**src/rtl/mks_pkg.sv**
```systemverilog
// Package for the medal key record sorter: record, request, response and queue types,
// capacity constants and the sort key function.
// No dependencies; every other file of the block imports it.
`timescale 1ns / 1ps

package mks_pkg;

   // Number of records the insertion chain can hold (2 to 64).
   localparam int MAX_RECORDS = 64;
   localparam int COUNT_W     = $clog2(MAX_RECORDS + 1);

   // Depth of the queue between front and back; must be a power of two.
   localparam int QDEPTH      = 2;
   localparam int QPTR_W      = (QDEPTH > 1) ? $clog2(QDEPTH) : 1;
   localparam int QCNT_W      = $clog2(QDEPTH + 1);

   localparam int KEY_W       = 38;

   typedef struct packed {
      logic [9:0] gold_count;
      logic [9:0] silver_count;
      logic [9:0] bronze_count;
      logic [7:0] name_initial;
      logic [5:0] record_tag;
      logic       final_item;
   } req_type;

   typedef struct packed {
      logic [9:0] out_gold;
      logic [9:0] out_silver;
      logic [9:0] out_bronze;
      logic [7:0] out_initial;
      logic [5:0] out_tag;
      logic       overflow_seen;
      logic       run_end;
   } rsp_type;

   typedef struct packed {
      logic [9:0] gold;
      logic [9:0] silver;
      logic [9:0] bronze;
      logic [7:0] initial_code;
      logic [5:0] tag;
   } rec_type;

   typedef logic [KEY_W-1:0] key_type;

   typedef struct packed {
      rec_type rec;
      key_type key;
      logic    final_item;
   } qitem_type;

   // Larger key sorts earlier; the initial is inverted so that a smaller code wins.
   function automatic key_type sort_key(input rec_type rec);
      sort_key = {rec.gold, rec.silver, rec.bronze, ~rec.initial_code};
   endfunction

endpackage

```
**src/rtl/mks_queue.sv**
```systemverilog
// Short FIFO between front and back of the medal key record sorter.
// Holds classified items of qitem_type from mks_pkg.
`timescale 1ns / 1ps

module mks_queue
   import mks_pkg::*;
(
   input  logic      clock,
   input  logic      reset,
   input  logic      push,
   input  qitem_type push_item,
   input  logic      pop,
   output logic      full,
   output logic      not_empty,
   output qitem_type head_item
);

   qitem_type            entry_ff [QDEPTH];
   logic [QPTR_W-1:0]    wr_ptr_ff, wr_ptr_in;
   logic [QPTR_W-1:0]    rd_ptr_ff, rd_ptr_in;
   logic [QCNT_W-1:0]    cnt_ff, cnt_in;
   logic                 do_push, do_pop;

   assign full      = (cnt_ff == QCNT_W'(QDEPTH));
   assign not_empty = (cnt_ff != '0);
   assign head_item = entry_ff[rd_ptr_ff];
   assign do_push   = push && !full;
   assign do_pop    = pop && not_empty;

   always_comb begin
      wr_ptr_in = wr_ptr_ff;
      rd_ptr_in = rd_ptr_ff;
      cnt_in    = cnt_ff;
      if (do_push) begin
         wr_ptr_in = wr_ptr_ff + QPTR_W'(1);
      end
      if (do_pop) begin
         rd_ptr_in = rd_ptr_ff + QPTR_W'(1);
      end
      if (do_push && !do_pop) begin
         cnt_in = cnt_ff + QCNT_W'(1);
      end else if (!do_push && do_pop) begin
         cnt_in = cnt_ff - QCNT_W'(1);
      end
   end

   always_ff @(posedge clock) begin
      if (reset) begin
         wr_ptr_ff <= '0;
         rd_ptr_ff <= '0;
         cnt_ff    <= '0;
      end else begin
         wr_ptr_ff <= wr_ptr_in;
         rd_ptr_ff <= rd_ptr_in;
         cnt_ff    <= cnt_in;
      end
   end

   always_ff @(posedge clock) begin
      if (do_push) begin
         entry_ff[wr_ptr_ff] <= push_item;
      end
   end

   a_cnt_bound: assert property (@(posedge clock) disable iff (reset)
      cnt_ff <= QCNT_W'(QDEPTH))
      else $error("queue fill count above depth");

   a_cnt_step: assert property (@(posedge clock) disable iff (reset)
      (do_push && !do_pop) |=> (cnt_ff == $past(cnt_ff) + QCNT_W'(1)))
      else $error("queue count did not follow a push");

   a_pop_advances: assert property (@(posedge clock) disable iff (reset)
      (do_pop && !do_push) |=> (wr_ptr_ff == $past(wr_ptr_ff)))
      else $error("write pointer moved without a push");

endmodule

```
**config.mk**
```make
export PLATFORM = sky130hd
export DESIGN_NAME = mks_queue
export DESIGN_NICKNAME = d
export VERILOG_FILES = /design/src/rtl/mks_pkg.sv /design/src/rtl/mks_queue.sv
export SDC_FILE = /design/constraint.sdc
export NUM_CORES = 1
export LEC_CHECK = 0
export BUFFER_PORTS_ARGS = -buffer_cell sky130_fd_sc_hd__buf_2
export CAP_MARGIN = 20
export CELL_PAD_IN_SITES_DETAIL_PLACEMENT = 1
export CELL_PAD_IN_SITES_GLOBAL_PLACEMENT = 1
export CORE_MARGIN = 1.5
export CORE_UTILIZATION = 47
export CTS_CLUSTER_DIAMETER = 200
export DETAILED_ROUTE_END_ITERATION = 6
export PLACE_DENSITY_LB_ADDON = 0.1
export REMOVE_ABC_BUFFERS = 1
export SETUP_SLACK_MARGIN = 0.02
export SLEW_MARGIN = 25
export SYNTH_ARGS = -nofsm -noshare
export SYNTH_HDL_FRONTEND = slang
export SYNTH_SLANG_ARGS = --single-unit
```
**constraint.sdc**
```tcl
create_clock -name clock -period 5.8 [get_ports clock]
set_clock_uncertainty 0.05 [all_clocks]
set_input_delay 0.58 -clock clock [delete_from_list [all_inputs] [get_ports clock]]
set_output_delay 0.58 -clock clock [all_outputs]
set_load 0.02 [all_outputs]
```
==> results.py, run 1 <==
metrics = {
    "outcome": {
        "status": "completed",
    },
    "layout": {
        "seqCellArea_um2": 5090,
        "post_route_cells_drive_above_1_share_pct": 59.5,
        "post-route-cell-area_um2": 7860,
        "final_cell_mix": "buf_2 (171), edfxtp_1 (166), mux2_2 (83), clkbuf_16 (17), clkbuf_1 (5)",
        "multi_input_area_um2": 1050,
        "area_growth_pct": 26.1,
        "layout_commonest_cell": "buf_2",
        "fin_cells": 654,
        "fin_util_pct": 61.5,
        "fillCellCount": 1169,
        "nets": 556,
    },
    "timing": {
        "slew_violations": 0,
        "grt_setup_unrepaired": "false",
        "max_freq_ghz": 0.400,
        "setup_viol": 0,
        "min_period_over_period_pct": 43.2,
        "hold_viol_final": 0,
        "min_period_ps": 2500,
        "tightest_slew_ps": 848,
        "slew_headroom_pct": 43.5,
        "fin_tns_setup_ps": 0,
    },
    "logic_synthesis": {
        "netlist_instances": 283,
        "ys_seq_elements": 171,
        "synth-seq-area-share_pct": 81.6,
        "syn-cell-area_um2": 6230,
        "synth_cell_types": 16,
        "ys_warn_count": 0,
        "syn_avg_cell_area_um2": 22.0,
    },
    "routing": {
        "wirelength_um": 12200,
        "avgViaCountPerCell": 4.94,
        "num_vias": 3230,
        "drcViolationCount": 0,
        "firstDrtPassIters": 4,
        "first_iter_violations": 131,
        "antenna_left": 0,
        "routedWlPerCell_um": 18.7,
    },
    "setup_path": {
        "cp-end-kind": "output pin",
        "required_ps": 5170,
        "crit_chain": "buf_16, buf_12, mux2_2, buf_2",
        "worstPathMaxFanout": 47,
        "r2r_cells": 4,
        "start_kind": "flop",
        "r2r_end": "entry_ff[1][33]",
        "critPathKind": "reg2out",
        "worstReg2RegStart": "cnt_ff[1]",
        "crit_slowest_cell": "dfxtp_4",
        "max_stage_delay_ps": 390,
        "timing.reg2reg.setup_slack_ps": 3530,
        "arrival_ps": 1870,
    },
    "clocking": {
        "clock-root-buffer": "clkbuf_16",
        "cts_resized": 0,
        "cts_max_level": 4,
        "cts_sinks": 171,
        "cts_made_buffers": 17,
        "hold_buffers": 0,
        "worstSkewPairLatency_ps": 420,
        "cts_tree": "yes",
        "cts_setup_buffers": 0,
        "clkTransAtPathRegs_ps": 60,
        "cts.path.max_buffers": 2,
    },
    "power": {
        "powerDensity_nw_per_um2": 470,
        "power_w": 0.00369,
        "max-vdd-ir-drop_uv": 413,
        "p_leak_nw": 2.94,
    },
    "placement": {
        "port_buffers": 171,
        "dp_cells": 621,
        "placed_cell_area_um2": 7280,
        "gp_congestion": 0.682,
        "hpwl_um": 7670,
    },
    "global_route": {
        "gr-max-usage-layer": "met2",
        "use_met2_pct": 30.0,
        "grtUsageTotal_pct": 18.4,
        "antenna_found_initial": 1,
        "grt_max_degree": 63,
        "use_met1_pct": 21.7,
        "overflow": 0,
        "grt_pass1_vias": 3539,
        "grt_pass1_wl_um": 19000,
        "grt_use_met3_pct": 7.05,
    },
    "die": {
        "rows": 41,
        "fp.dieW_um": 118,
        "die_h_um": 118,
        "initial_utilization_pct": 48.8,
        "die_area_um2": 14000,
        "core_um2": 12800,
        "pin_count": 172,
    },
    "hold_path": {
        "hp-start": "push_item[3]",
        "min_path_cells": 1,
        "hold_class": "in2reg",
        "worstHoldEndpoint": "entry_ff[0][3]",
    },
    "job": {
        "maxCapViolCount": 0,
    },
}
[kinds of logic (layout without fill, tap and decap cells)]
group | count (synthesis) | count (layout) | synth area share (%)
other cells | 0 | 1 | 0
fa+ha+maj | 1 | 1 | 0.201
xor+xnor | 3 | 3 | 0.422
flops | 171 | 171 | 81.6
compound gates | 5 | 5 | 0.402
simple gates | 9 | 9 | 0.783
mux | 83 | 83 | 15.0
buf+inv | 11 | 209 | 1.59
[critical path: cells and delay by family, from the launching register on]
kind	cells	cell delay, ps
buf+inv	3	660
mux	1	370
flops	1	390
[worst max path at each step]
stage	start	to	depth (start not counted)
finish	flop	head_item[79]	4
floorplan	flop	head_item[0]	1
global route	flop	head_item[79]	4
global placement	push	entry_ff[0][22]	5
CTS	flop	head_item[51]	4
detailed placement	push	entry_ff[1][14]	5
[routing by layer]
| metal | wire [um] | vias up |
|---|---|---|
| met5 | 0 | - |
| met3 | 907 | 22 |
| li1 | - | 1497 |
| met4 | 278 | 0 |
| met2 | 6260 | 109 |
| met1 | 4780 | 1602 |
[through the flow]
step | worst slack [ps] | hold WS [ps]
2_1_floorplan | 2580 | 402
3_3_place_gp | 3030 | 427
3_5_place_dp | 3320 | 442
4_1_cts | 3260 | 280
5_1_grt | 3200 | 280
6_report | 3300 | 295
[power by group]
part | switching (W) | internal, W
combinational | 0.000595 | 0.000392
sequential | 0.0000475 | 0.00156
clock | 0.000429 | 0.000670
[flip-flops by register name (all words and copies together) (netlist names), named ones only]
name,cells
cnt_ff,2
entry_ff,166
rd_ptr_ff,1
wr_ptr_ff,1
[cells in the mapped netlist (all sizes together)]
master	number	area share (%)
o21ai	3	0.24
ha	1	0.20
buf	9	1.5
mux2	83	15
or2	1	0.10
xor2	3	0.42
or3	2	0.20
nor2	4	0.24
nor2b	1	0.14
and2	1	0.10
a21oi	2	0.16
inv	2	0.12
edfxtp	166	80
dfxtp	5	1.6
[cell type report]
| cell class | count | area share [%] |
|---|---|---|
| inverter | 2 | 0.159 |
| tap | 172 | 2.74 |
| antenna | 1 | 0.0319 |
| multi-input combinational | 101 | 13.4 |
| clock inverter | 10 | 1.58 |
| clock buffer | 22 | 5.65 |
| sequential | 171 | 64.8 |
| timing repair buffer | 175 | 11.7 |
(Power assumes the default switching activity.)
==> run 2, diff against run 1 <==
- ABC_AREA: not set -> 1
- CORE_UTILIZATION: 47 -> 44
- clock period: 5.8 -> 2.35 ns (I/O delays scaled with it)
==> results.py, run 2 <==
metrics = {
    "outcome": {
        "status": "completed",
    },
    "power": {
        "p_clk_share_pct": 27.4,
        "power_w": 0.00911,
        "comb_power_share_pct": 28.7,
        "powerDensity_nw_per_um2": 1010,
        "max-vdd-ir-drop_uv": 504,
        "switching_share_pct": 29.0,
        "p_leak_nw": 3.56,
        "seq_power_share_pct": 43.9,
        "internal-power_w": 0.00646,
        "netSwitchingPower_w": 0.00265,
    },
    "setup_path": {
        "worstPathMaxFanout": 36,
        "critPathKind": "reg2out",
        "r2r_cells": 9,
        "arrival_ps": 1750,
        "crit_slowest_cell": "dfxtp_4",
        "max_stage_delay_ps": 460,
        "start_kind": "flop",
        "crit_chain": "buf_12, mux2_2, buf_2",
        "required_ps": 2070,
        "cp-end-kind": "output pin",
    },
    "hold_path": {
        "hold_class": "in2reg",
        "min_path_cells": 4,
    },
    "logic_synthesis": {
        "syn-cell-area_um2": 6580,
        "synth_cell_types": 16,
        "synth_flop_cell": "edfxtp_1",
        "synth_top_family_by_area": "multiplexers",
        "synth_edf_count": 166,
        "yosys-top-cells-count": "edfxtp_1 (166), mux2_4 (70), mux2_2 (13)",
        "synth.area.top_cells": "edfxtp_1 (76%), mux2_4 (16%), mux2_2 (2.2%)",
        "yosysMostFrequentCell": "edfxtp_1",
        "synthArstFlopShare_pct": 0,
        "netlist_instances": 295,
        "synth_compound_area_share_pct": 0.380,
        "synth_top_area_share_pct": 75.8,
        "synth-seq-area-share_pct": 77.3,
        "yosys.area_share.adder_pct": 0.190,
        "ys_warn_count": 0,
        "synthMuxAreaShare_pct": 18.2,
        "synth-xor-area-share_pct": 0,
        "syn_avg_cell_area_um2": 22.3,
        "ys_seq_elements": 171,
        "yosys.area.top_type": "edfxtp_1",
        "synthSimpleGateAreaFrac_pct": 1.10,
    },
    "timing": {
        "fin_tns_setup_ps": 0,
        "min_period_over_period_pct": 86.7,
        "tightest_slew_ps": 497,
        "hold_viol_final": 0,
        "min_period_ps": 2040,
        "slew_violations": 0,
        "setup_viol": 0,
        "grt_setup_unrepaired": "false",
        "max_freq_ghz": 0.491,
        "slew_headroom_pct": 66.6,
    },
    "clocking": {
        "clkTransAtPathRegs_ps": 60,
        "cts_resized": 0,
        "cts_max_level": 4,
        "cts_made_buffers": 17,
        "hold_buffers": 83,
        "worstSkewPairLatency_ps": 420,
        "cts_setup_buffers": 0,
        "cts.path.max_buffers": 2,
        "cts_sinks": 171,
        "clock-root-buffer": "clkbuf_16",
        "cts_tree": "yes",
    },
    "layout": {
        "antenna_cells": 0,
        "top_register": "entry_ff",
        "nets": 654,
        "post_route_cells_drive_above_1_share_pct": 50.0,
        "reg_top3": "entry_ff (166), cnt_ff (2)",
        "final_cell_mix": "buf_2 (171), edfxtp_1 (166), dlygate4sd3_1 (83), mux2_4 (70), clkbuf_16 (17)",
        "largest_reg_flops": 166,
        "seqCellArea_um2": 5090,
        "fillCellCount": 1324,
        "layout_commonest_cell": "buf_2",
        "multi_input_area_um2": 1320,
        "area_growth_pct": 36.9,
    },
    "global_route": {
        "grt_pass1_wl_um": 21100,
        "antenna_found_initial": 0,
        "grt_pass1_vias": 4022,
        "overflow": 0,
        "grtUsageTotal_pct": 17.9,
        "grt_max_degree": 44,
    },
    "job": {
        "maxCapViolCount": 0,
    },
    "die": {
        "die_h_um": 125,
        "pin_count": 172,
        "die_area_um2": 15700,
        "rows": 44,
        "core_um2": 14600,
        "fp.dieW_um": 125,
        "initial_utilization_pct": 45.1,
    },
    "placement": {
        "gp_congestion": 0.680,
        "port_buffers": 171,
        "hpwl_um": 7940,
    },
    "routing": {
        "num_vias": 3568,
        "firstDrtPassIters": 4,
        "drcViolationCount": 0,
        "wirelength_um": 13400,
        "routedWlPerCell_um": 17.5,
        "first_iter_violations": 161,
        "avgViaCountPerCell": 4.68,
        "antenna_left": 0,
    },
}
==> run 2: cell count changes in the layout (fill, tap and decap cells not counted), moves of 3 or more <==
| cell | change |
|---|---|
| xor2_1 | -3 |
| buf_12 | +5 |
| clkinv_2 | +3 |
| dlygate4sd3_1 | +83 |
| mux2_4 | +70 |
| nand2_1 | +7 |
| mux2_2 | -70 |
| inv_1 | +7 |
==> run 2: power by group through the flow <==
stage                     clock [W]  combinational [W]  sequential [W]
after floorplan                   0            0.00168         0.00421
after global placement            0            0.00250         0.00403
after CTS                   0.00257            0.00265         0.00400
after detailed placement          0            0.00253         0.00406
final                       0.00250            0.00262         0.00400
after global routing        0.00267            0.00279         0.00404
==> run 2: layout make-up <==
cell class | count | share of cell area, %
multi-input cells | 107 | 14.7
well taps | 184 | 2.56
repair buffers | 261 | 20.2
inverters | 8 | 0.334
clock inverters | 10 | 0.862
flip-flops and latches | 171 | 56.5
clock buffers | 21 | 4.89
==> run 2: critical path: cells and delay by family, from the launching register on <==
family                 cells  cell delay, ps
muxes                      1             380
DFF                        1             460
buffers and inverters      2             460
==> run 2: kinds of logic (layout without fill, tap and decap cells) <==
family / after synthesis / after routing
flip-flops: 171 / 171
multiplexers: 83 / 83
AND/OR/NAND/NOR: 18 / 18
buffers and inverters: 17 / 300
AO/OA/AOI/OAI: 5 / 5
adder cells (fa/ha/maj): 1 / 1
==> run 2: metal layers <==
metal | vias up | track usage (%) | share of wire [%]
met3 | 20 | 5.13 | 5.3
met2 | 113 | 31.4 | 53
met5 | - | 0 | 0
met1 | 1745 | 20.5 | 40
met4 | 0 | 7.89 | 2.1
li1 | 1690 | - | -
==> run 2: metrics by stage <==
stage,worst slack [ps],hold slack (ps),utilization [%],cells,area (um2)
after detailed placement,541,377,52.5,648,7650
final,312,54.8,61.7,762,9000
after global routing,232,87.5,61.7,762,9000
after CTS,276,48.3,61.7,762,9000
after floorplan,-2180,284,-,286,6420
after global placement,709,372,52.5,648,7650
==> run 2: path summary, 6_finish.rpt <==
check / slack, ps / to / startpoint
worst max-delay path: 310 / head_item[81] / flop
worst min-delay path: 50 / cnt_ff[1] / reset
worst max register to register: 530 / cnt_ff[1] / cnt_ff[1]
worst min register to register: 460 / rd_ptr_ff / rd_ptr_ff
==> run 3, diff against run 2 <==
- ABC_AREA: 1 -> not set
- SKIP_CTS_REPAIR_TIMING: not set -> 1
==> results.py, run 3 (synthesis results as in run 1) <==
metrics = {
    "timing": {
        "setup_viol": 0,
        "max_freq_ghz": 0.475,
        "hold_viol_final": 0,
        "slew_headroom_pct": 74.9,
        "slew_violations": 0,
        "min_period_over_period_pct": 89.6,
        "min_period_ps": 2110,
        "tightest_slew_ps": 376,
        "fin_ws_ps": 244,
        "grt_setup_unrepaired": "false",
    },
    "routing": {
        "drcViolationCount": 0,
        "wirelength_um": 12900,
        "first_iter_violations": 141,
        "avgViaCountPerCell": 4.68,
        "routedWlPerCell_um": 17.3,
        "num_vias": 3497,
        "firstDrtPassIters": 4,
        "antenna_left": 0,
    },
    "placement": {
        "gp_congestion": 0.681,
        "dp_slack_ps": 606,
        "hpwl_um": 7720,
        "port_buffers": 171,
        "dp_cells": 631,
    },
    "setup_path": {
        "cp-end-kind": "output pin",
        "arrival_ps": 1820,
        "required_ps": 2070,
        "critPathKind": "reg2out",
        "worstPathMaxFanout": 32,
        "r2r_cells": 4,
        "start_kind": "flop",
    },
    "power": {
        "p_leak_nw": 3.35,
        "max-vdd-ir-drop_uv": 564,
        "powerDensity_nw_per_um2": 1100,
    },
    "layout": {
        "layout_commonest_cell": "buf_2",
        "reg_top3": "entry_ff (166), cnt_ff (2)",
        "largest_reg_flops": 166,
        "fin_util_pct": 64.1,
        "nets": 642,
        "final_cell_mix": "buf_2 (171), edfxtp_1 (166), dlygate4sd3_1 (84), mux2_2 (83), clkbuf_16 (17)",
        "antenna_cells": 0,
        "post_route_cells_drive_above_1_share_pct": 51.9,
        "fillCellCount": 1249,
        "top_register": "entry_ff",
        "fin_cells": 747,
        "area_growth_pct": 42.1,
    },
    "clocking": {
        "cts_sinks": 171,
        "cts_max_level": 4,
        "worstSkewPairLatency_ps": 410,
        "cts_tree": "yes",
        "cts.path.max_buffers": 2,
        "clkTransAtPathRegs_ps": 60,
        "clock-root-buffer": "clkbuf_16",
        "cts_made_buffers": 17,
    },
    "die": {
        "pin_count": 172,
        "die_h_um": 122,
        "core_um2": 13800,
        "rows": 43,
        "die_area_um2": 14900,
        "initial_utilization_pct": 45.1,
        "fp.dieW_um": 122,
    },
    "global_route": {
        "grt_max_degree": 60,
        "grt_pass1_wl_um": 17600,
        "antenna_found_initial": 0,
        "grtUsageTotal_pct": 16.5,
        "overflow": 0,
        "grt_pass1_vias": 3356,
    },
    "hold_path": {
        "hold_class": "in2reg",
        "min_path_cells": 4,
    },
    "job": {
        "maxCapViolCount": 0,
    },
    "outcome": {
        "status": "completed",
    },
}
==> run 3: final timing paths <==
path	start	end	slack, ps
max	flop	head_item[49]	240
min	push	wr_ptr_ff	190
max reg2reg	cnt_ff[0]	entry_ff[1][30]	630
min reg2reg	wr_ptr_ff	wr_ptr_ff	450
==> run 3: layout make-up <==
type	instances	area, um2	share of cell area, %
Sequential cell	171	5090	57.5
Clock buffer	20	437	4.93
Timing Repair Buffer	261	1800	20.4
Clock inverter	12	244	2.75
Tap cell	180	225	2.54
Multi-Input combinational cell	101	1050	11.9
Inverter	2	8.76	0.0989
==> run 3: stage by stage <==
stage / TNS, ps / cell area [um2] / hold slack (ps) / total power, W
2_1_floorplan: -155630 / 6140 / 254 / 0.00565
3_3_place_gp: 0 / 7340 / 372 / 0.00645
3_5_place_dp: 0 / 7340 / 377 / 0.00650
4_1_cts: 0 / 8020 / -73.9 / 0.00972
5_1_grt: 0 / 8860 / 204 / 0.0101
6_report: 0 / 8860 / 187 / 0.00972
==> run 3: where the power goes <==
part           switching [W]  internal [W]  total, W
logic                0.00144       0.00108   0.00252
registers           0.000165       0.00383   0.00400
clock network        0.00110       0.00210   0.00320
==> run 3: per-layer routing <==
layer	routed length, um	global-route usage [%]
met1	4950	18.5
met2	6960	27.5
met3	667	5.34
met4	307	9.56
met5	0	0
==> run 3: critical path, cell delays in order (launching register included) <==
cell     delay [ps]
dfxtp_4         580
buf_12          260
mux2_2          380
buf_2           160
